<file path="src/rtl/rmq_pkg.sv">
package rmq_pkg;

    localparam int FRAC_BITS = 14;
    localparam int IN_W      = 16;
    localparam int S_W       = IN_W + 3;
    localparam int MAG_W     = S_W - 1;
    localparam int SQ_W      = 2 * MAG_W;
    localparam int NSQ_W     = SQ_W + 2;
    localparam int ROOT_W    = NSQ_W / 2;
    localparam int REM_W     = ROOT_W + 3;
    localparam int QW        = FRAC_BITS + 1;
    localparam int D_W       = MAG_W + FRAC_BITS + 1;
    localparam int ONE       = 1 << FRAC_BITS;
    localparam int NCOMP     = 4;

    // component slots
    localparam int IDX_X = 0;
    localparam int IDX_Y = 1;
    localparam int IDX_Z = 2;
    localparam int IDX_W = 3;

    // matrix element slots, row-major
    localparam int M00 = 0;
    localparam int M01 = 1;
    localparam int M02 = 2;
    localparam int M10 = 3;
    localparam int M11 = 4;
    localparam int M12 = 5;
    localparam int M20 = 6;
    localparam int M21 = 7;
    localparam int M22 = 8;

    localparam logic [1:0] PC_TRACE = 2'd0;
    localparam logic [1:0] PC_X     = 2'd1;
    localparam logic [1:0] PC_Y     = 2'd2;
    localparam logic [1:0] PC_Z     = 2'd3;

    typedef struct packed {
        logic [NCOMP-1:0][MAG_W-1:0] mag;
        logic [NCOMP-1:0]            neg;
        logic [1:0]                  pcase;
    } comp_t;

endpackage

</file>
<file path="src/rtl/rmq_div.sv">
module rmq_div
    import rmq_pkg::*;
(
    input  logic                        clk,
    input  logic                        rst_n,
    input  logic                        in_valid,
    output logic                        in_ready,
    input  comp_t                       in_comp,
    input  logic [ROOT_W-1:0]           in_root,
    output logic                        out_valid,
    input  logic                        out_ready,
    output logic [NCOMP-1:0][QW-1:0]    out_quo,
    output logic [NCOMP-1:0]            out_neg,
    output logic [1:0]                  out_pcase
);

    localparam int NS = QW + 1;

    logic                            vld_reg   [NS];
    logic [ROOT_W-1:0]               div_reg   [NS];
    logic [NCOMP-1:0][ROOT_W-1:0]    rem_reg   [NS];
    logic [NCOMP-1:0][QW-1:0]        low_reg   [NS];
    logic [NCOMP-1:0]                neg_reg   [NS];
    logic [1:0]                      pcase_reg [NS];
    logic                            rdy       [NS+1];

    assign rdy[NS]  = out_ready;
    assign in_ready = rdy[0];

    for (genvar k = 0; k < NS; k++)
    begin : g_stage
        logic                            src_vld;
        logic [ROOT_W-1:0]               src_div;
        logic [NCOMP-1:0]                src_neg;
        logic [1:0]                      src_pcase;
        logic [NCOMP-1:0][ROOT_W-1:0]    rem_next;
        logic [NCOMP-1:0][QW-1:0]        low_next;

        assign rdy[k] = !vld_reg[k] || rdy[k+1];

        if (k == 0)
        begin : g_prep
            // dividend = mag * 2^frac + n/2, rounds half away from zero
            assign src_vld   = in_valid;
            assign src_div   = in_root;
            assign src_neg   = in_comp.neg;
            assign src_pcase = in_comp.pcase;
            always_comb
            begin
                logic [D_W-1:0] dvd;
                for (int c = 0; c < NCOMP; c++)
                begin
                    dvd = {1'b0, in_comp.mag[c], {FRAC_BITS{1'b0}}}
                        + D_W'(in_root >> 1);
                    rem_next[c] = ROOT_W'(dvd[D_W-1:QW]);
                    low_next[c] = dvd[QW-1:0];
                end
            end
        end
        else
        begin : g_step
            // quotient bits shift into the freed low dividend bits
            assign src_vld   = vld_reg[k-1];
            assign src_div   = div_reg[k-1];
            assign src_neg   = neg_reg[k-1];
            assign src_pcase = pcase_reg[k-1];
            always_comb
            begin
                logic [ROOT_W:0] rem_sh;
                logic            qbit;
                for (int c = 0; c < NCOMP; c++)
                begin
                    rem_sh = {rem_reg[k-1][c], low_reg[k-1][c][QW-1]};
                    qbit   = (rem_sh >= {1'b0, div_reg[k-1]});
                    if (qbit)
                        rem_next[c] = ROOT_W'(rem_sh - {1'b0, div_reg[k-1]});
                    else
                        rem_next[c] = rem_sh[ROOT_W-1:0];
                    low_next[c] = {low_reg[k-1][c][QW-2:0], qbit};
                end
            end
        end

        always_ff @(posedge clk or negedge rst_n)
        begin
            if (!rst_n)
                vld_reg[k] <= 1'b0;
            else if (rdy[k])
                vld_reg[k] <= src_vld;
        end

        always_ff @(posedge clk)
        begin
            if (rdy[k])
            begin
                div_reg[k]   <= src_div;
                rem_reg[k]   <= rem_next;
                low_reg[k]   <= low_next;
                neg_reg[k]   <= src_neg;
                pcase_reg[k] <= src_pcase;
            end
        end
    end

    assign out_valid = vld_reg[NS-1];
    assign out_quo   = low_reg[NS-1];
    assign out_neg   = neg_reg[NS-1];
    assign out_pcase = pcase_reg[NS-1];

endmodule

</file>
<file path="config.mk">
export PLATFORM = sky130hd
export DESIGN_NAME = rmq_div
export DESIGN_NICKNAME = d
export VERILOG_FILES = /design/src/rtl/rmq_pkg.sv /design/src/rtl/rmq_div.sv
export SDC_FILE = /design/constraint.sdc
export NUM_CORES = 2
export LEC_CHECK = 0
export BUFFER_PORTS_ARGS = -buffer_cell sky130_fd_sc_hd__buf_2
export CAP_MARGIN = 5
export CORE_ASPECT_RATIO = 1.5
export CORE_MARGIN = 3
export CORE_UTILIZATION = 49
export DETAILED_ROUTE_END_ITERATION = 8
export SYNTH_ARGS = -nofsm -noshare
export SYNTH_HDL_FRONTEND = slang
export SYNTH_SLANG_ARGS = --single-unit
export TNS_END_PERCENT = 50
</file>
<file path="constraint.sdc">
create_clock -name clk -period 32.6 [get_ports clk]
set_clock_uncertainty 0.15 [all_clocks]
set_input_delay 1.63 -clock clk [delete_from_list [all_inputs] [get_ports clk]]
set_output_delay 1.63 -clock clk [all_outputs]
set_load 0.05 [all_outputs]
</file>
* Yosys cells after proc, flatten, opt, wreduce, memory -nomap -nowiden
Memories as Yosys holds them, arrays and structs flattened.
Cells that the tools add are included.
** Operators by class
- Add/subtract/negate cells :: 64
- Order comparisons :: 60
- Muxes and demuxes :: 92
- Reductions and logical operators :: 32
** Operator list (number)
- 20-bit by 19-bit >= comparator with 1-bit output :: 60
- 19-bit two-way mux :: 60
- 19-bit subtractor :: 60
- 32-bit by 18-bit adder with 33-bit output :: 4
- 1-bit two-way mux :: 32
- 1-bit logical NOT :: 16
- 1-bit logical OR :: 16
** Word-level totals
- Bits in registers :: 16
- RAM bits :: 2576
- Input port bits :: 101
- Word-level logic and storage cells :: 269
- Memories :: 5
** Memories
- rem_reg :: depth 16, bits a word 76, rd ports 15, clocked after memory_dff 0, wr ports 16, line rmq_div.sv:21 : logic [NCOMP-1:0][ROOT_W-1:0] rem_reg [NS];
- low_reg :: depth 16, bits a word 60, rd ports 16, clocked after memory_dff 0, wr ports 16, line rmq_div.sv:22 : logic [NCOMP-1:0][QW-1:0] low_reg [NS];
- div_reg :: depth 16, bits a word 19, rd ports 15, clocked after memory_dff 0, wr ports 16, line rmq_div.sv:20 : logic [ROOT_W-1:0] div_reg [NS];
- neg_reg :: depth 16, bits a word 4, rd ports 16, clocked after memory_dff 0, wr ports 16, line rmq_div.sv:23 : logic [NCOMP-1:0] neg_reg [NS];
- pcase_reg :: depth 16, bits a word 2, rd ports 16, clocked after memory_dff 0, wr ports 16, line rmq_div.sv:24 : logic [1:0] pcase_reg [NS];

* Depth between registers and ports, before layout
- Depth in word-level cells :: 19
- Mapped depth :: 14

* Least setup slack after synthesis
Ideal clock, no wire load.
- Kind :: input to output
- From :: input out_ready
- To :: output in_ready
- Arrival :: 18.430 ns
- Data required time :: 30.820 ns
- Setup slack :: 12.390 ns
- Cell stages on the path :: 10
- Path buffers :: 0
- Cells stage by stage :: nand2b_1 > nor2_1 > inv_1 > nor2_1 > and2_1 > nand4_1 > nor2_1 > nand4_1 > nor2_1 > nand3_1
** RTL lines
- start, declared :: line rmq_div.sv:11 : input logic out_ready,
- end, declared :: line rmq_div.sv:7 : output logic in_ready,

==> flow_metrics.tcl <==
set metrics [dict create \
    die_x_um 414.7 \
    critPathRequiredTime_ps 30820 \
    yosysMostFrequentCell "edfxtp_1" \
    start_kind "primary input" \
    syn_inst 11210 \
    power_w 0.01626 \
    cp_num_buf_inv 5 \
    syn-num-nets 12480 \
    core_region_area_um2 248900 \
    setup.worst_path.end "in_ready" \
    hold_buffers 0 \
    grt_pass1_vias 90370 \
    setup_violations 0 \
    synthArstFlopShare 0.007933 \
    cts.clk_slew.worst_paths_ps 70 \
    worstHoldPathCells 0 \
    leakagePower_nw 54.63 \
    synth-compound-area-share 0.1580 \
    yosysWarnings 0 \
    post_cts_buffers 0 \
    drt_iter0_markers 5852 \
    synth-simple-area-share 0.1086 \
    initial_utilization 0.4933 \
    dpl_cell_area_um2 128000 \
    r2r_end "low_reg[0][14]$_DFFE_PP_" \
    cts_sinks 2017 \
    place_inst 14540 \
    syn_area_um2 122800 \
    die-height_um 619.1 \
    dr_total_vias 89170 \
    numCtsBuffers 207 \
    worstMarginPinSlew_ps 1284 \
    ant_nets 0 \
    drv_slew 0 \
    synth_top_family_by_area "compound AO/OA/AOI/OAI gates" \
    cp_max_fo 115 \
    dp_hpwl_um 320300 \
    peakVddDrop_mv 0.05847 \
    synth_cell_types 79 \
    cpMostUsedCell "nor2_1" \
    ys.flop_type "edfxtp_1" \
    finalHoldViolCount 0 \
    stdcell_count 14920 \
    grt_max_degree 116 \
    cp_top_family "simple AND/OR/NAND/NOR gates" \
    clock_latency_ps 920 \
    drc 0 \
    antenna_found_initial 10 \
    fin_area_um2 134800 \
    gp_congestion 1.043 \
    final_net_count 12750 \
    hold_path_class "reg2reg" \
    relSlewSlack 0.1348 \
    synth_area_leaders "edfxtp_1 49%, ha_1 11%, a21oi_1 4.2%, xnor2_1 3.7%, o21ai_0 3.3%" \
    reg2reg_slack_ps 25670 \
    drtPass1Iterations 6 \
    cts-root-buf "clkbuf_16" \
    via_per_inst 5.976 \
    synth_top_area_share 0.4894 \
    critPathMaxStageDelay_ps 780 \
    grt_pass1_wl_um 570600 \
    arrival_ps 7500 \
    htree_levels 4 \
    gr-total-overflow 0 \
    critPathSlowestCell "nor2_1" \
    status "finished clean" \
    wire_per_inst_um 26.38 \
    rsz0062_at_grt "no" \
    cts.repair.resized 0 \
    synthAdderAreaFrac 0.1233 \
    tns_ps 0 \
    die_area_um2 256700 \
    ys_seq_area_frac 0.4927 \
    fin_crit_ps 9282 \
    rr_startpoint "out_valid$_DFFE_PN0P_" \
    synth_edf_count 2001 \
    io_pins 169 \
    cp-end-kind "primary output" \
    crit_cells 14 \
    crit_path_cell_trace "buf_2 -> nand2b_4 -> nor2_1 -> inv_6 -> nor2_1 -> and2_1 -> nand4_1 -> buf_4 -> nor2_1 -> nand4_1 -> buf_4 -> nor2_1 -> nand3_4 -> buf_2" \
    grt_usage 0.3009 \
    fin_crit_sh 0.2847 \
    synth_common_cells "2001 x edfxtp_1, 1114 x ha_1, 1037 x a21oi_1, 891 x nand2_1, 832 x nor2_1" \
    totalWireLength_um 393700 \
    synth-seq-cells 2017 \
    std_cell_rows 224 \
    worstRegToRegCells 14 \
    synthMuxAreaShare 0.02832 \
    path_class "in2out" \
    synthXorXnorAreaFrac 0.06527 \
    cts_tree "done" \
    largest_reg_flops 1136 \
    avgSynthCellArea_um2 10.96 \
    portBuffers 168 \
    cp-startpoint "out_ready" \
    drive_above_1_share 0.08502 \
    powerDensity_nw_per_um2 120.7 \
    cap_violations 0 \
    yosys.area.top_type "edfxtp_1" \
    cts_buffer_depth 4 \
    syn2layout_area_growth_pct 9.797 \
    fmax_mhz 107.7 \
]
## per-layer routing
layer / wire, µm / GRT usage / up-vias / share of wire
li1: - / - / 42360 / -
met1: 119000 / 0.2576 / 42780 / 0.30
met2: 210100 / 0.5765 / 2670 / 0.53
met3: 14790 / 0.03919 / 1354 / 0.038
met4: 49800 / 0.3117 / 6 / 0.13
met5: 41 / 0 / - / 0.00010
## cell families (layout without fill, tap and decap cells)
kind of cell / Yosys count / count (layout)
adders and majority gates: 1174 / 1174
DFF: 2017 / 2017
other: 0 / 13
muxes: 313 / 313
AOI/OAI and AO/OA: 3154 / 3154
and+or+nand+nor: 2867 / 2867
buffers and inverters: 766 / 1193
xor gates and xnor gates: 915 / 915
## report_power, final
group	switching [W]	internal (W)
Sequential	0.000882	0.00452
Combinational	0.00509	0.00337
Clock	0.00105	0.00135
Total	0.00702	0.00924
## layout make-up
cell class	count	area, µm²
fill	21480	114100
sequential	2017	60490
multi-input combinational	8423	59740
clock buffer	231	5323
tap	3277	4100
inverter	554	2100
timing repair buffer	267	1603
clock inverter	141	1411
antenna	13	32.53
## how the worst min path moves through the flow
stage	from	endpoint	slack [ps]
floorplan	low_reg[0][60]$_DFFE_PP_	low_reg[0][121]$_DFFE_PP_	250
global placement	pcase_reg[4][0]$_DFFE_PP_	pcase_reg[4][2]$_DFFE_PP_	250
detailed placement	low_reg[0][182]$_DFFE_PP_	low_reg[0][243]$_DFFE_PP_	250
CTS	low_reg[0][300]$_DFFE_PP_	low_reg[0][361]$_DFFE_PP_	240
global route	low_reg[0][300]$_DFFE_PP_	low_reg[0][361]$_DFFE_PP_	240
finish	low_reg[1][301]$_DFFE_PP_	low_reg[1][362]$_DFFE_PP_	250
## stage by stage
stage | setup slack [ps] | hold slack, ps | util
final | 23320 | 245.2 | 0.5416
after global routing | 22800 | 241.8 | 0.5416
after CTS | 23120 | 239.5 | 0.5414
after detailed placement | 23160 | 254.5 | 0.5144
after global placement | 23150 | 250.4 | 0.5144
after floorplan | 12390 | 250.3 | -
## cells in the final DEF, fill, tap and decap left out, types with 44 or more instances in the layout
| cell | instances |
|---|---|
| and3_1 | 59 |
| o21a_1 | 168 |
| o21bai_1 | 87 |
| xnor2_1 | 524 |
| a21o_1 | 384 |
| a31oi_1 | 106 |
| nor3_1 | 178 |
| ha_1 | 1114 |
| nand2_1 | 887 |
| buf_4 | 97 |
| a21boi_0 | 44 |
| buf_2 | 168 |
| edfxtp_1 | 2001 |
| mux2_2 | 261 |
| nand2b_1 | 157 |
| inv_1 | 549 |
| a211oi_1 | 56 |
| or2_2 | 53 |
| o31ai_1 | 68 |
| nor2_1 | 832 |
| o41ai_1 | 46 |
| nor2b_1 | 199 |
| o21ai_0 | 818 |
| a21oi_1 | 1024 |
| clkbuf_16 | 209 |
| nand3_1 | 170 |
| nand4_1 | 153 |
| fa_1 | 60 |
| xor2_1 | 391 |
Note: power is estimated with default switching activity, not from simulation.
