--- config.mk ---
export PLATFORM = sky130hd
export DESIGN_NAME = rmq_sqrt
export DESIGN_NICKNAME = d
export VERILOG_FILES = /design/src/rtl/rmq_pkg.sv /design/src/rtl/rmq_sqrt.sv
export SDC_FILE = /design/constraint.sdc
export NUM_CORES = 2
export LEC_CHECK = 0
export ABC_AREA = 1
export ABC_CLOCK_PERIOD_IN_PS = 15290
export BUFFER_PORTS_ARGS = -buffer_cell sky130_fd_sc_hd__clkbuf_2
export CORE_MARGIN = 2
export CORE_UTILIZATION = 28
export DETAILED_ROUTE_END_ITERATION = 7
export GPL_TIMING_DRIVEN = 0
export REMOVE_ABC_BUFFERS = 1
export SKIP_LAST_GASP = 1
export SYNTH_ARGS = -nofsm -noshare
export SYNTH_HDL_FRONTEND = slang
export SYNTH_SLANG_ARGS = --single-unit
--- constraint.sdc ---
create_clock -name clk -period 15.29 [get_ports clk]
set_clock_uncertainty 0.05 [all_clocks]
set_input_delay 0.7645 -clock clk [delete_from_list [all_inputs] [get_ports clk]]
set_output_delay 0.7645 -clock clk [all_outputs]
set_load 0.01 [all_outputs]
--- src/rtl/rmq_pkg.sv ---
package rmq_pkg;

    localparam int FRAC_BITS = 14;
    localparam int IN_W      = 16;
    localparam int S_W       = IN_W + 3;
    localparam int MAG_W     = S_W - 1;
    localparam int SQ_W      = 2 * MAG_W;
    localparam int NSQ_W     = SQ_W + 2;
    localparam int ROOT_W    = NSQ_W / 2;
    localparam int REM_W     = ROOT_W + 3;
    localparam int QW        = FRAC_BITS + 1;
    localparam int D_W       = MAG_W + FRAC_BITS + 1;
    localparam int ONE       = 1 << FRAC_BITS;
    localparam int NCOMP     = 4;

    // component slots
    localparam int IDX_X = 0;
    localparam int IDX_Y = 1;
    localparam int IDX_Z = 2;
    localparam int IDX_W = 3;

    // matrix element slots, row-major
    localparam int M00 = 0;
    localparam int M01 = 1;
    localparam int M02 = 2;
    localparam int M10 = 3;
    localparam int M11 = 4;
    localparam int M12 = 5;
    localparam int M20 = 6;
    localparam int M21 = 7;
    localparam int M22 = 8;

    localparam logic [1:0] PC_TRACE = 2'd0;
    localparam logic [1:0] PC_X     = 2'd1;
    localparam logic [1:0] PC_Y     = 2'd2;
    localparam logic [1:0] PC_Z     = 2'd3;

    typedef struct packed {
        logic [NCOMP-1:0][MAG_W-1:0] mag;
        logic [NCOMP-1:0]            neg;
        logic [1:0]                  pcase;
    } comp_t;

endpackage

--- src/rtl/rmq_sqrt.sv ---
module rmq_sqrt
    import rmq_pkg::*;
(
    input  logic                 clk,
    input  logic                 rst_n,
    input  logic                 in_valid,
    output logic                 in_ready,
    input  comp_t                in_comp,
    input  logic [NSQ_W-1:0]     in_nsq,
    output logic                 out_valid,
    input  logic                 out_ready,
    output comp_t                out_comp,
    output logic [ROOT_W-1:0]    out_root
);

    logic                 vld_reg  [ROOT_W];
    logic [REM_W-1:0]     rem_reg  [ROOT_W];
    logic [ROOT_W-1:0]    root_reg [ROOT_W];
    logic [NSQ_W-1:0]     nsq_reg  [ROOT_W];
    comp_t                comp_reg [ROOT_W];
    logic                 rdy      [ROOT_W+1];

    assign rdy[ROOT_W] = out_ready;
    assign in_ready    = rdy[0];

    // one root bit per stage, two radicand bits shifted in each time
    for (genvar k = 0; k < ROOT_W; k++)
    begin : g_stage
        logic                 src_vld;
        logic [REM_W-1:0]     src_rem;
        logic [ROOT_W-1:0]    src_root;
        logic [NSQ_W-1:0]     src_nsq;
        comp_t                src_comp;
        logic [REM_W-1:0]     rem_sh;
        logic [REM_W-1:0]     trial;
        logic [REM_W-1:0]     rem_next;
        logic [ROOT_W-1:0]    root_next;

        if (k == 0)
        begin : g_first
            assign src_vld  = in_valid;
            assign src_rem  = '0;
            assign src_root = '0;
            assign src_nsq  = in_nsq;
            assign src_comp = in_comp;
        end
        else
        begin : g_rest
            assign src_vld  = vld_reg[k-1];
            assign src_rem  = rem_reg[k-1];
            assign src_root = root_reg[k-1];
            assign src_nsq  = nsq_reg[k-1];
            assign src_comp = comp_reg[k-1];
        end

        assign rdy[k] = !vld_reg[k] || rdy[k+1];

        always_comb
        begin
            rem_sh = {src_rem[REM_W-3:0], src_nsq[NSQ_W-1 -: 2]};
            trial  = {{(REM_W-ROOT_W-2){1'b0}}, src_root, 2'b01};
            if (rem_sh >= trial)
            begin
                rem_next  = rem_sh - trial;
                root_next = {src_root[ROOT_W-2:0], 1'b1};
            end
            else
            begin
                rem_next  = rem_sh;
                root_next = {src_root[ROOT_W-2:0], 1'b0};
            end
        end

        always_ff @(posedge clk or negedge rst_n)
        begin
            if (!rst_n)
                vld_reg[k] <= 1'b0;
            else if (rdy[k])
                vld_reg[k] <= src_vld;
        end

        always_ff @(posedge clk)
        begin
            if (rdy[k])
            begin
                rem_reg[k]  <= rem_next;
                root_reg[k] <= root_next;
                nsq_reg[k]  <= {src_nsq[NSQ_W-3:0], 2'b00};
                comp_reg[k] <= src_comp;
            end
        end
    end

    assign out_valid = vld_reg[ROOT_W-1];
    assign out_comp  = comp_reg[ROOT_W-1];
    assign out_root  = root_reg[ROOT_W-1];

endmodule

# [Word level (Yosys, flattened, before mapping)]
# Memories as Yosys holds them, arrays and structs flattened.
# Cells that the tools add are included.
[totals] ff_bits=19 latchBits=0 ramBits=2945 rom_bits=0 inputBits=120 out_inout_bits=99 word_cells=175 memories=4
[classes] n_addsub=19 mul=0 div=0 magnitude_cmp=19 n_eq_ne=0 n_shift=0 mux=76 bitwise=0 reduce_logical=38
[memory_table] memory="comp_reg" words=19 word_bits=78 read_ports=19 rd_ports_with_merged_regs=0 wr=19 line_no="rmq_sqrt.sv:20" source="comp_t comp_reg [ROOT_W];"
[memory_table] memory="nsq_reg" words=19 word_bits=36 read_ports=18 rd_ports_with_merged_regs=0 wr=19 line_no="rmq_sqrt.sv:19" source="logic [NSQ_W-1:0] nsq_reg [ROOT_W];"
[memory_table] memory="rem_reg" words=19 word_bits=22 read_ports=18 rd_ports_with_merged_regs=0 wr=19 line_no="rmq_sqrt.sv:17" source="logic [REM_W-1:0] rem_reg [ROOT_W];"
[memory_table] memory="root_reg" words=19 word_bits=19 read_ports=19 rd_ports_with_merged_regs=0 wr=19 line_no="rmq_sqrt.sv:18" source="logic [ROOT_W-1:0] root_reg [ROOT_W];"
[op_table] op="$mux W22" n=19
[op_table] op="$ge A22 B21 Y1" n=18
[op_table] op="$sub A22 B21 Y22" n=18
[op_table] op="$mux W1" n=57
[op_table] op="$logic_not A1 Y1" n=19
[op_table] op="$logic_or A1 B1 Y1" n=19
[op_table] op="$sub A2 B1 Y3 const B" n=1
[op_table] op="$ge A2 B1 Y1 const B" n=1

# [Longest topological paths before layout]
[depth] word_depth=22 ltp_mapped=16

# [Worst setup path before layout]
# OpenSTA, ideal clock, no wires.
[synth_timing] kind="input to register" startpoint="input out_ready" endpoint="memory comp_reg[1][0] in the netlist's numbering (enable)" setup_time_ns=0.960 t_arrival_ns=10.024 required_ns=14.280 path_slack_ns=4.256 stages=10 path_cell_list="inv_1 nand4_4 nor2_4 nand4_4 nor2_4 nand4_4 nor2_4 nand4_4 nor2_8 nand3_2"
[synth_lines] item="from (decl)" line_no="rmq_sqrt.sv:11" source="input logic out_ready,"
[synth_lines] item="to (decl)" line_no="rmq_sqrt.sv:20"

==> metrics.md <==
| Metric | Value |
|---|---|
| Synth Flop Type | `edfxtp_1` |
| Max cap viols | `0` |
| Relative contribution of sequential cells to total power | `55.6%` |
| Starting density of the core | `28.1%` |
| Cells taking the most area after synthesis | `edfxtp_1, ha_1, nand2_1, inv_1, xor2_1` |
| Startpoint of the most critical register-to-register path | `out_valid$_DFFE_PN0P_` |
| TritonRoute pass-1 iters | `7` |
| Root buffer selected by CTS | `clkbuf_16` |
| Net count reported at finish | `6082` |
| # Post-CTS Setup Buffers | `0` |
| Maximum root-to-sink buffer count | `4` |
| Final hold viol count | `0` |
| Total power per unit cell area | `174 nW/um^2` |
| Global-route wire length before repair | `246000 um` |
| Maximum number of pins on one net before global-route repair | `96` |
| Cell repeated most along the worst path | `nand4_4` |
| Static leakage | `38.2 nW` |
| # DRC | `0` |
| Final worst slack | `8.68 ns` |
| Clock-pin slew of the registers on the worst-case setup and hold paths | `0.06 ns` |
| Overflow left after global routing | `0` |
| Setup slack of the worst register-to-register path | `9.50 ns` |
| Chip Height | `561 um` |
| Final Instance Area | `102000 sq um` |
| TritonCTS buffer count | `240` |
| Clock tree from TritonCTS | `yes` |
| Via count | `40500` |
| Count of flip-flops with a built-in enable after synthesis | `2351` |
| Initial antenna violation count | `4` |
| Overall die area | `314000 sq um` |
| Via density | `4.02` |
| Design Power | `17.8 mW` |
| Input/output buffers | `218` |
| Worst Path Max Fanout | `38` |
| WHS Path Cells | `1` |
| DP Area | `93900 sq um` |
| Final cell utilization of the core | `33.1%` |
| Antenna Nets Post-Route | `0` |
| GRT Util Overall | `10.0%` |
| Crit Reg-Reg Endpoint | `comp_reg[1][12]$_DFFE_PP_` |
| Critical path data required time | `14.48 ns` |
| Count of routing violations after the opening detailed-route iteration | `2366` |
| Switching power | `4.53 mW` |
| Start point of the worst min-delay path | `in_nsq[33]` |
| Classification of the worst-slack hold path | `input pin to register` |
| Crit Path Class | `register to output pin` |
| Die X | `561 um` |
| Share of final-layout standard cells stronger than drive strength 1 | `11.6%` |
| Kind of cell adding the most delay to the critical path | `simple AND/OR/NAND/NOR gates` |
| Ports | `219` |
| Global placer's final weighted congestion | `0.851` |
| Clock power share | `31.1%` |
| Number of buffer and inverter stages on the critical path | `4` |
| Cell type with the highest aggregate area in the netlist | `edfxtp_1` |
| Number of instances in the synthesized netlist | `5203` |
| DPL Wire Length | `112000 um` |
| Netlist Area Pre-Place | `86700 sq um` |
| Maximum level of the CTS H-tree | `4` |
| Logic gate share of total power | `13.3%` |
| Synth-to-Final Area Change | `17.8%` |
| Path depth of the worst reg2reg path | `13` |
| Run status | `completed` |
| Fraction of synthesized cell area taken by the top area cell type | `81.4%` |
| Post-synthesis average cell area | `16.7 sq um` |
| Placement Setup Slack | `8.88 ns` |
| Max incr delay on CP | `0.58 ns` |
| WP data arrival | `5.79 ns` |
| Time the worst path needs with I/O delays and setup | `6.61 ns` |
| Sinks on the clock net | `2370` |
| Clock latency on the worst-skew pair | `0.89 ns` |
| Cells traversed along the worst timing path | `nand4_4, buf_16, nor2_4, nand4_4, buf_12, nor2_4, nand4_4, nor2_4, nand4_4, nor2_8, nand4_4, buf_16, clkbuf_2` |
| Slowest CP cell | `nand4_4` |
| Worst-case hold path end point | `nsq_reg[0][33]$_DFFE_PP_` |
| Proportion of total power due to net switching | `25.4%` |
| Total wire length after detailed routing | `159000 um` |
| Maximum clock rate | `151 MHz` |
| Unique masters post-synth | `59` |
| Max reg flops | `1482` |
| Sequential fraction of the synthesis area | `81.9%` |
| Setup Viol. Count Final | `0` |
| Highest ir drop seen on vdd | `0.110 mV` |
| Number of rows created at floorplan | `204` |
| Crit. End Element | `output pin` |
| Type of origin of the critical path | `register` |
| Register bit total from synthesis | `2370` |
| Int Power | `13.3 mW` |
| Synthesis warning total | `0` |
| RSZ-0062 raised after global routing | `no` |
| Ys async rst share | `0.802%` |
| Via count of the first global-routing pass | `42300` |
| Number of max-slew violations in the final report | `0` |
| Routed len/inst | `15.8 um` |
| Tightest Pin Transition | `0.936 ns` |
| Worst hold slack | `0.0712 ns` |
| Floorplan Core Area | `309000 sq um` |
| Worst relative slew slack | `37.5%` |
| Post-route clock period utilization | `43.2%` |
[final cells by class]
| type | count | area (sq um) |
|---|---|---|
| repair buffers | 340 | 2920 |
| inverters | 513 | 1950 |
| flip-flops and latches | 2370 | 71100 |
| well taps | 4120 | 5150 |
| clock inverters | 136 | 1230 |
| multi-input cells | 2287 | 13600 |
| clock buffers | 292 | 6240 |
| diodes | 6 | 15.0 |
| fillers | 29300 | 206000 |
[synthesized netlist by cell type (all sizes together) (8+ instances only)]
| cell type | n |
|---|---|
| edfxtp | 2351 |
| nand4 | 58 |
| or2 | 34 |
| nand3 | 122 |
| nand3b | 8 |
| ha | 210 |
| xnor2 | 95 |
| nand2 | 633 |
| xor2 | 145 |
| inv | 513 |
| o21bai | 10 |
| nor3 | 66 |
| nor4 | 24 |
| dfrtp | 19 |
| a211oi | 13 |
| nor2 | 295 |
| buf | 31 |
| a21o | 16 |
| a21oi | 216 |
| a31oi | 23 |
| o21ai | 264 |
[what timing repair did]
item | CTS | global route
resized for setup | 0 | 0
hold buffers | 85 | 0
endpoints found under the hold margin | 103 | 0
[layer usage]
layer  GRT usage, %  wire length [um]  share of wire, %  vias to the layer above
met4           3.79              5700               3.6                        0
met3           1.76              5770               3.6                      303
met2           18.0             81100                51                      678
li1               -                 -                 -                    20100
met1           11.9             66300                42                    19400
met5              0                 0                 0                        -
[power groups by stage]
stage               Combinational, mW  Sequential, mW  Clock [mW]
CTS                              2.41            9.93        5.74
finish                           2.36            9.91        5.54
global route                     2.67            10.1        5.99
global placement                 2.24            10.2           0
floorplan                        1.62            9.90           0
detailed placement               2.38            10.1           0
[placed cells by master (no fill, tap or decap), types with 7 or more instances in the layout]
master	instances
nand3_2	8
clkbuf_2	218
o2111ai_1	7
bufinv_16	19
o21a_1	7
xor2_1	145
o21bai_1	10
nand2_2	9
dfrtp_1	19
a21oi_1	214
inv_1	496
or2_2	30
a21o_1	16
xnor2_1	95
clkbuf_1	50
clkinv_1	56
ha_1	210
nor2_1	285
nor4_1	24
a31oi_1	23
nand3_1	109
clkinv_2	34
nand4_1	51
clkbuf_16	242
buf_16	31
clkinvlp_4	15
inv_2	13
a211oi_1	13
inv_6	9
dlygate4sd3_1	85
nand2_1	618
o21ai_0	154
edfxtp_1	2351
o21ai_1	95
o211ai_1	7
o21ai_2	15
nor3_1	65
[cell families (layout without fill, tap and decap cells)]
group | Yosys count | count (layout) | synth area share (%)
xor+xnor | 240 | 240 | 2.42
fa+ha+maj | 210 | 210 | 3.03
compound gates | 585 | 585 | 3.75
flops | 2370 | 2370 | 81.9
other cells | 1 | 7 | 0.00432
buf+inv | 546 | 1281 | 2.47
simple gates | 1251 | 1251 | 6.38
[per-stage QoR]
| step | instances | TNS [ns] |
|---|---|---|
| detailed placement | 9545 | 0 |
| global route | 10100 | 0 |
| CTS | 10100 | 0 |
| global placement | 9508 | -674.46 |
| finish | 10100 | 0 |
| floorplan | 5170 | 0 |
[worst max-delay path by stage]
stage | cells after the start | startpoint | end
global route | 13 | out_valid$_DFFE_PN0P_ | in_ready
global placement | 11 | out_ready | comp_reg[1][70]$_DFFE_PP_
CTS | 13 | out_valid$_DFFE_PN0P_ | in_ready
floorplan | 10 | out_ready | comp_reg[1][0]$_DFFE_PP_
detailed placement | 15 | out_ready | comp_reg[1][70]$_DFFE_PP_
finish | 13 | out_valid$_DFFE_PN0P_ | in_ready
Note: power is estimated with default switching activity, not from simulation.
