$ cat config.mk
export PLATFORM = sky130hd
export DESIGN_NAME = rmq_front
export DESIGN_NICKNAME = d
export VERILOG_FILES = /design/src/rtl/rmq_pkg.sv /design/src/rtl/rmq_front.sv
export SDC_FILE = /design/constraint.sdc
export NUM_CORES = 2
export LEC_CHECK = 0
export BUFFER_PORTS_ARGS = -buffer_cell sky130_fd_sc_hd__buf_2
export CAP_MARGIN = 40
export CORE_AREA = 2 2 363 365
export DETAILED_ROUTE_END_ITERATION = 12
export DIE_AREA = 0 0 365 367
export PLACE_DENSITY = 0.72
export RECOVER_POWER = 100
export SLEW_MARGIN = 5
export SYNTH_ARGS = -nofsm -noshare
export SYNTH_HDL_FRONTEND = slang
export SYNTH_SLANG_ARGS = --single-unit
export TNS_END_PERCENT = 20
$ cat constraint.sdc
create_clock -name clk -period 7.7 [get_ports clk]
set_clock_uncertainty 0.15 [all_clocks]
set_input_delay 0.385 -clock clk [delete_from_list [all_inputs] [get_ports clk]]
set_output_delay 0.385 -clock clk [all_outputs]
set_load 0.005 [all_outputs]
$ cat src/rtl/rmq_pkg.sv
package rmq_pkg;

    localparam int FRAC_BITS = 14;
    localparam int IN_W      = 16;
    localparam int S_W       = IN_W + 3;
    localparam int MAG_W     = S_W - 1;
    localparam int SQ_W      = 2 * MAG_W;
    localparam int NSQ_W     = SQ_W + 2;
    localparam int ROOT_W    = NSQ_W / 2;
    localparam int REM_W     = ROOT_W + 3;
    localparam int QW        = FRAC_BITS + 1;
    localparam int D_W       = MAG_W + FRAC_BITS + 1;
    localparam int ONE       = 1 << FRAC_BITS;
    localparam int NCOMP     = 4;

    // component slots
    localparam int IDX_X = 0;
    localparam int IDX_Y = 1;
    localparam int IDX_Z = 2;
    localparam int IDX_W = 3;

    // matrix element slots, row-major
    localparam int M00 = 0;
    localparam int M01 = 1;
    localparam int M02 = 2;
    localparam int M10 = 3;
    localparam int M11 = 4;
    localparam int M12 = 5;
    localparam int M20 = 6;
    localparam int M21 = 7;
    localparam int M22 = 8;

    localparam logic [1:0] PC_TRACE = 2'd0;
    localparam logic [1:0] PC_X     = 2'd1;
    localparam logic [1:0] PC_Y     = 2'd2;
    localparam logic [1:0] PC_Z     = 2'd3;

    typedef struct packed {
        logic [NCOMP-1:0][MAG_W-1:0] mag;
        logic [NCOMP-1:0]            neg;
        logic [1:0]                  pcase;
    } comp_t;

endpackage

$ cat src/rtl/rmq_front.sv
module rmq_front
    import rmq_pkg::*;
(
    input  logic                 clk,
    input  logic                 rst_n,
    input  logic                 in_valid,
    output logic                 in_ready,
    input  logic [9*IN_W-1:0]    in_mat,
    output logic                 out_valid,
    input  logic                 out_ready,
    output comp_t                out_comp,
    output logic [NSQ_W-1:0]     out_nsq
);

    logic signed [IN_W-1:0]  m_in [9];
    logic signed [S_W-1:0]   tr;
    logic [1:0]              pcase_in;

    logic                    a_vld_reg;
    logic signed [IN_W-1:0]  a_m_reg [9];
    logic [1:0]              a_pcase_reg;

    logic signed [S_W-1:0]   u [NCOMP];
    comp_t                   b_next;
    logic                    b_vld_reg;
    comp_t                   b_comp_reg;

    logic                    c_vld_reg;
    comp_t                   c_comp_reg;
    logic [NCOMP-1:0][SQ_W-1:0] c_sq_reg;

    logic                    d_vld_reg;
    comp_t                   d_comp_reg;
    logic [NSQ_W-1:0]        d_nsq_reg;

    logic rdy_a, rdy_b, rdy_c, rdy_d;

    assign rdy_d    = !d_vld_reg || out_ready;
    assign rdy_c    = !c_vld_reg || rdy_d;
    assign rdy_b    = !b_vld_reg || rdy_c;
    assign rdy_a    = !a_vld_reg || rdy_b;
    assign in_ready = rdy_a;

    always_comb
    begin
        for (int e = 0; e < 9; e++)
        begin
            m_in[e] = in_mat[e*IN_W +: IN_W];
        end
        tr = S_W'(m_in[M00]) + S_W'(m_in[M11]) + S_W'(m_in[M22]);
        if (tr > 0)
            pcase_in = PC_TRACE;
        else if (m_in[M00] > m_in[M11])
            pcase_in = (m_in[M00] > m_in[M22]) ? PC_X : PC_Z;
        else
            pcase_in = (m_in[M11] > m_in[M22]) ? PC_Y : PC_Z;
    end

    // pivot entry and the three sums or differences
    always_comb
    begin
        logic signed [S_W-1:0] e00, e01, e02, e10, e11, e12, e20, e21, e22, one_s;
        e00 = S_W'(a_m_reg[M00]);
        e01 = S_W'(a_m_reg[M01]);
        e02 = S_W'(a_m_reg[M02]);
        e10 = S_W'(a_m_reg[M10]);
        e11 = S_W'(a_m_reg[M11]);
        e12 = S_W'(a_m_reg[M12]);
        e20 = S_W'(a_m_reg[M20]);
        e21 = S_W'(a_m_reg[M21]);
        e22 = S_W'(a_m_reg[M22]);
        one_s = S_W'(ONE);
        case (a_pcase_reg)
            PC_X:
            begin
                u[IDX_X] = e00 - e11 - e22 + one_s;
                u[IDX_W] = e21 - e12;
                u[IDX_Y] = e10 + e01;
                u[IDX_Z] = e20 + e02;
            end
            PC_Y:
            begin
                u[IDX_Y] = e11 - e22 - e00 + one_s;
                u[IDX_W] = e02 - e20;
                u[IDX_Z] = e21 + e12;
                u[IDX_X] = e01 + e10;
            end
            PC_Z:
            begin
                u[IDX_Z] = e22 - e00 - e11 + one_s;
                u[IDX_W] = e10 - e01;
                u[IDX_X] = e02 + e20;
                u[IDX_Y] = e12 + e21;
            end
            default:
            begin
                u[IDX_W] = e00 + e11 + e22 + one_s;
                u[IDX_X] = e21 - e12;
                u[IDX_Y] = e02 - e20;
                u[IDX_Z] = e10 - e01;
            end
        endcase
        for (int c = 0; c < NCOMP; c++)
        begin
            b_next.neg[c] = u[c][S_W-1];
            b_next.mag[c] = u[c][S_W-1] ? MAG_W'(-u[c]) : MAG_W'(u[c]);
        end
        b_next.pcase = a_pcase_reg;
    end

    always_ff @(posedge clk or negedge rst_n)
    begin
        if (!rst_n)
        begin
            a_vld_reg <= 1'b0;
            b_vld_reg <= 1'b0;
            c_vld_reg <= 1'b0;
            d_vld_reg <= 1'b0;
        end
        else
        begin
            if (rdy_a)
                a_vld_reg <= in_valid;
            if (rdy_b)
                b_vld_reg <= a_vld_reg;
            if (rdy_c)
                c_vld_reg <= b_vld_reg;
            if (rdy_d)
                d_vld_reg <= c_vld_reg;
        end
    end

    always_ff @(posedge clk)
    begin
        if (rdy_a)
        begin
            a_m_reg     <= m_in;
            a_pcase_reg <= pcase_in;
        end
        if (rdy_b)
            b_comp_reg <= b_next;
        if (rdy_c)
        begin
            c_comp_reg <= b_comp_reg;
            for (int c = 0; c < NCOMP; c++)
            begin
                c_sq_reg[c] <= SQ_W'(b_comp_reg.mag[c]) * SQ_W'(b_comp_reg.mag[c]);
            end
        end
        if (rdy_d)
        begin
            d_comp_reg <= c_comp_reg;
            d_nsq_reg  <= NSQ_W'(c_sq_reg[0]) + NSQ_W'(c_sq_reg[1])
                        + NSQ_W'(c_sq_reg[2]) + NSQ_W'(c_sq_reg[3]);
        end
    end

    assign out_valid = d_vld_reg;
    assign out_comp  = d_comp_reg;
    assign out_nsq   = d_nsq_reg;

endmodule

# Yosys cells after proc, flatten, opt, wreduce, memory -nomap -nowiden
# Index checks and enable logic that the tools add are counted.
# W data, S select, Z words.
# op_classes
addsub	27
mul	4
n_lt_le_gt_ge	4
n_eq_ne	3
mux	8
n_reduce_logical	8
# op_table
cell	count
$pmux W76 S3	1
$mul A18 B18 Y36	4
$sub A16 B16 Y17	6
$add A16 B16 Y17	5
$add A18 B16 Y19 const B	4
$mux W18	4
$neg A18 Y18	4
$sub A17 B16 Y18	3
$gt A16 B16 Y1	3
$add A37 B36 Y38	1
$add A38 B36 Y38	1
$add A36 B36 Y37	1
$add A17 B16 Y18	2
$gt A18 B1 Y1 const B	1
$eq A2 B2 Y1 const B	2
$logic_not A1 Y1	4
$logic_or A1 B1 Y1	4
$mux W2	2
$eq A2 B1 Y1 const B	1
$mux W1	1
# totals
register_bits	566
inputBits	148
output_inout_bits	118
elab_cells	91

# Longest topological paths before layout
# depth
word_depth	6
ltp_mapped	28
depth_no_buf	26

# Worst setup path after synthesis
# No wires, ideal clock.
# synth_timing
path_kind	register to register
start	reg b_comp_reg[48] in the netlist's numbering
end	reg c_sq_reg[106] in the netlist's numbering (data pin)
setup_ns	0.258
arrival_time_ns	6.654
t_required_ns	7.292
path_slack_ns	0.639
path_stages_with_launch	27
path_buffers	3
period_less_slack_ns	7.061
cell_sequence	edfxtp_1 > clkbuf_1 > clkbuf_1 > and2_1 > fa_1 > fa_1 > inv_1 > fa_1 > inv_1 > fa_1 > inv_1 > fa_1 > fa_1 > inv_1 > ha_1 > clkbuf_1 > a21o_1 > a21o_1 > a21o_1 > a21oi_1 > nor3_1 > nor4_1 > a21oi_1 > a2111oi_0 > o41ai_1 > a21oi_1 > xnor2_1
# synth_between
elab_chain_cells	1
# synth_rtl
element	line_no	rtl
start, declared	rmq_front.sv:26	comp_t b_comp_reg;
start signal, assigned	rmq_front.sv:141	b_comp_reg <= b_next;
$mul A18 B18 Y36	rmq_front.sv:147	c_sq_reg[c] <= SQ_W'(b_comp_reg.mag[c]) * SQ_W'(b_comp_reg.mag[c]);
end signal, assigned by index	rmq_front.sv:147	
end, declared	rmq_front.sv:30	logic [NCOMP-1:0][SQ_W-1:0] c_sq_reg;
# Every way passes these cells.
# A chain may end at the register's enable or synchronous reset.

# Worst setup path in the final report
# layout_timing
start	reg b_comp_reg[33] in the netlist's numbering
end	reg c_sq_reg[70] in the netlist's numbering (data pin)
# Same word-level chain as after synthesis.

==> flow_metrics.py <==
metrics = {
    "yosys": {
        "syn_inst": 6934,
        "netlist_area_sq_um": 71190,
        "ys_ff_latch": 558,
        "synth_common_cells": "inv_1 (1485), fa_1 (1030), ha_1 (783), edfxtp_1 (554), nand2_1 (524)",
        "synthFlopType": "edfxtp_1",
        "yosysWarnings": 0,
        "syn_area_per_cell_sq_um": 10.27,
        "post-synth-top-area-fraction_pct": 28.96,
        "synth-async-reset-ratio_pct": 0.7168,
        "synth.most_common_cell": "inv_1",
        "yosysTopAreaCell": "fa_1",
        "ys_seq_area_share_pct": 23.51,
        "synth_edf_count": 554,
        "synth.top_cells.by_area": "fa_1 (29%), edfxtp_1 (23%), ha_1 (14%)",
        "ys_types": 98,
    },
    "detailed_routing": {
        "ant_nets": 0,
        "drt-pass1-iter-count": 5,
        "drt_iter0_markers": 3819,
        "wire_per_inst_um": 21.00,
        "routed_via_density": 5.594,
        "vias": 51240,
        "totalWireLength_um": 192300,
        "drc": 0,
    },
    "grt": {
        "grt_pass1_wl_um": 301100,
        "grt.overflow.total": 0,
        "grt_max_degree": 90,
        "antenna_found_initial": 7,
        "grt_pass1_vias": 54570,
        "gr-usage-all-layers_pct": 29.50,
    },
    "finish": {
        "syn2layout_area_growth_pct": 9.907,
        "nFillCells": 10940,
        "seq_area_sq_um": 16740,
        "nNetsFinal": 9313,
        "drive_gt1_share_pct": 5.159,
        "largest_reg_flops": 144,
        "stdcell_count": 9159,
        "final_cell_area_sq_um": 78240,
        "diodes": 0,
        "multiInputGateArea_sq_um": 48140,
    },
    "critical_path": {
        "cp_top_family": "adder cells",
        "critical_path_class": "reg -> reg",
        "crit_buf_inv": 4,
        "cp_max_fo": 10,
        "arrival_ns": 7.62,
        "crit_chain": "clkbuf_1 -> nand2_1 -> fa_1 -> inv_1 -> fa_1 -> fa_1 -> fa_1 -> fa_1 -> inv_1 -> fa_1 -> inv_1 -> ha_1 -> a21o_1 -> a21o_1 -> a21o_1 -> a21oi_1 -> o2bb2ai_1 -> a311oi_1 -> a41o_1 -> o41a_1 -> a21o_1 -> a21oi_1 -> xnor2_1",
        "crit_slowest_cell": "edfxtp_1",
        "worstPathRequired_ns": 8.01,
        "cpMostUsedCell": "fa_1",
        "critPathMaxStageDelay_ns": 0.62,
        "crit_path_start_kind": "flip-flop",
        "reg2reg_from": "b_comp_reg[33]",
        "startpoint": "b_comp_reg[33]",
        "end_kind": "flip-flop",
    },
    "sta": {
        "hold_viol": 0,
        "timing.fmax_mhz": 136.9,
        "finalSetupViolCount": 0,
        "max_slew_margin_pct": -141.7,
        "rsz0062_at_grt": "false",
        "fin_crit_sh_pct": 94.90,
        "worst_slew_pin_slew_ns": 3.625,
        "tns_ns": 0,
        "fin_crit_ns": 7.307,
        "drv_slew": 603,
    },
    "job": {
        "drv_cap": 11,
    },
    "floorplan": {
        "start_util_pct": 54.57,
        "core_region_area_sq_um": 130500,
        "die_y_um": 367,
        "io_pins": 266,
        "die_area_sq_um": 134000,
        "die_w_um": 365,
        "rows": 133,
    },
    "clock_network": {
        "clk_pin_slew_ns": 0.06,
        "insertion_delay_ns": 0.71,
        "cts-root-buf": "clkbuf_16",
        "tritoncts": "built",
        "numClockSinks": 558,
        "cts_buffers": 67,
        "htree_num_levels": 3,
        "clk_path_buf_depth": 3,
    },
    "outcome": {
        "violations": "max-capacitance violations, max-slew violations",
        "status": "finished with violations",
    },
    "hold_path": {
        "min_from": "out_ready",
        "hp-class": "in -> reg",
    },
    "placed_design": {
        "placed_area_sq_um": 74840,
        "dp_cells": 8886,
        "place.port_buffers": 265,
        "place_congestion": 0.9780,
        "dpl.hpwl_um": 156700,
    },
}
## path summary, 6_finish.rpt
path	slack [ns]	to	depth (start not counted)
worst max-delay path	0.39	c_sq_reg[70]	23
worst min-delay path	0.05	out_valid	3
worst max register to register	0.39	c_sq_reg[70]	23
worst min register to register	0.26	out_comp[59]	0
max in group asynchronous	6.74	c_vld_reg	3
min in group asynchronous	0.48	a_vld_reg	3
## cell usage in the layout, fill, tap and decap left out, drive strengths merged, types with 48 or more instances in the layout
master / count
a211oi: 48
a21o: 124
a21oi: 276
and2: 254
buf: 181
clkbuf: 262
dlygate4sd3: 147
edfxtp: 554
fa: 1030
ha: 783
inv: 1498
nand2: 524
nand2b: 69
nand3: 55
nor2: 246
nor2b: 76
nor3: 83
o21a: 49
o21ai: 191
xnor2: 245
xor2: 106
## kinds of logic (layout without fill, tap and decap cells)
kind of cell / count (synthesis) / after routing / synth area share (%)
fa+ha+maj: 1813 / 1813 / 42.73
buf+inv: 1660 / 2129 / 8.811
simple gates: 1483 / 1483 / 10.26
compound gates: 1023 / 1023 / 9.479
flops: 558 / 558 / 23.51
xor+xnor: 351 / 351 / 4.318
mux: 44 / 44 / 0.8858
other cells: 2 / 3 / 0.01055
## per-stage QoR
step	hold WS, ns	utilization (%)	worst slack, ns
floorplan	-0.06059	-	0.6389
global placement	0.04460	57.32	0.3971
detailed placement	0.05239	57.37	0.2907
CTS	0.1134	60.25	0.2492
global route	0.08300	59.97	0.0006226
finish	0.04794	59.97	0.3930
## cell type report
class | instances | area share [%]
clock buffers | 72 | 2.194
clock inverters | 49 | 0.7372
inverters | 1490 | 7.150
multi-input cells | 4717 | 61.53
flip-flops and latches | 558 | 21.39
well taps | 1755 | 2.806
repair buffers | 518 | 4.190
## per-layer routing
metal / wire length (um) / part of all wire [%] / vias to the layer above / GRT usage (%)
li1: - / - / 23300 / -
met1: 74230 / 39 / 25580 / 36.84
met2: 92430 / 48 / 1881 / 49.50
met3: 13730 / 7.1 / 472 / 4.302
met4: 11920 / 6.2 / 4 / 15.69
met5: 27 / 0.014 / - / 0
## timing repair
| item | CTS | global route |
|---|---|---|
| endpoints found under the setup margin | 0 | 2 |
| hold endpoints to repair | 149 | 0 |
| hold buffers | 147 | 0 |
| buffers inserted | 0 | 5 |
| resized for setup | 0 | 1 |
## worst register-to-register path, delay by kind of cell, from the launching register on
family	cells	cell delay (ns)
XOR/XNOR	1	0.07
AO/OA/AOI/OAI	10	2.03
flip-flops	1	0.62
buffers and inverters	4	0.68
adder cells (fa/ha/maj)	7	3.37
AND/OR/NAND/NOR	1	0.16
Power is left out: the tool's default activity adds up to more than one toggle a clock period on the data nets, which glitch-free logic cannot reach.
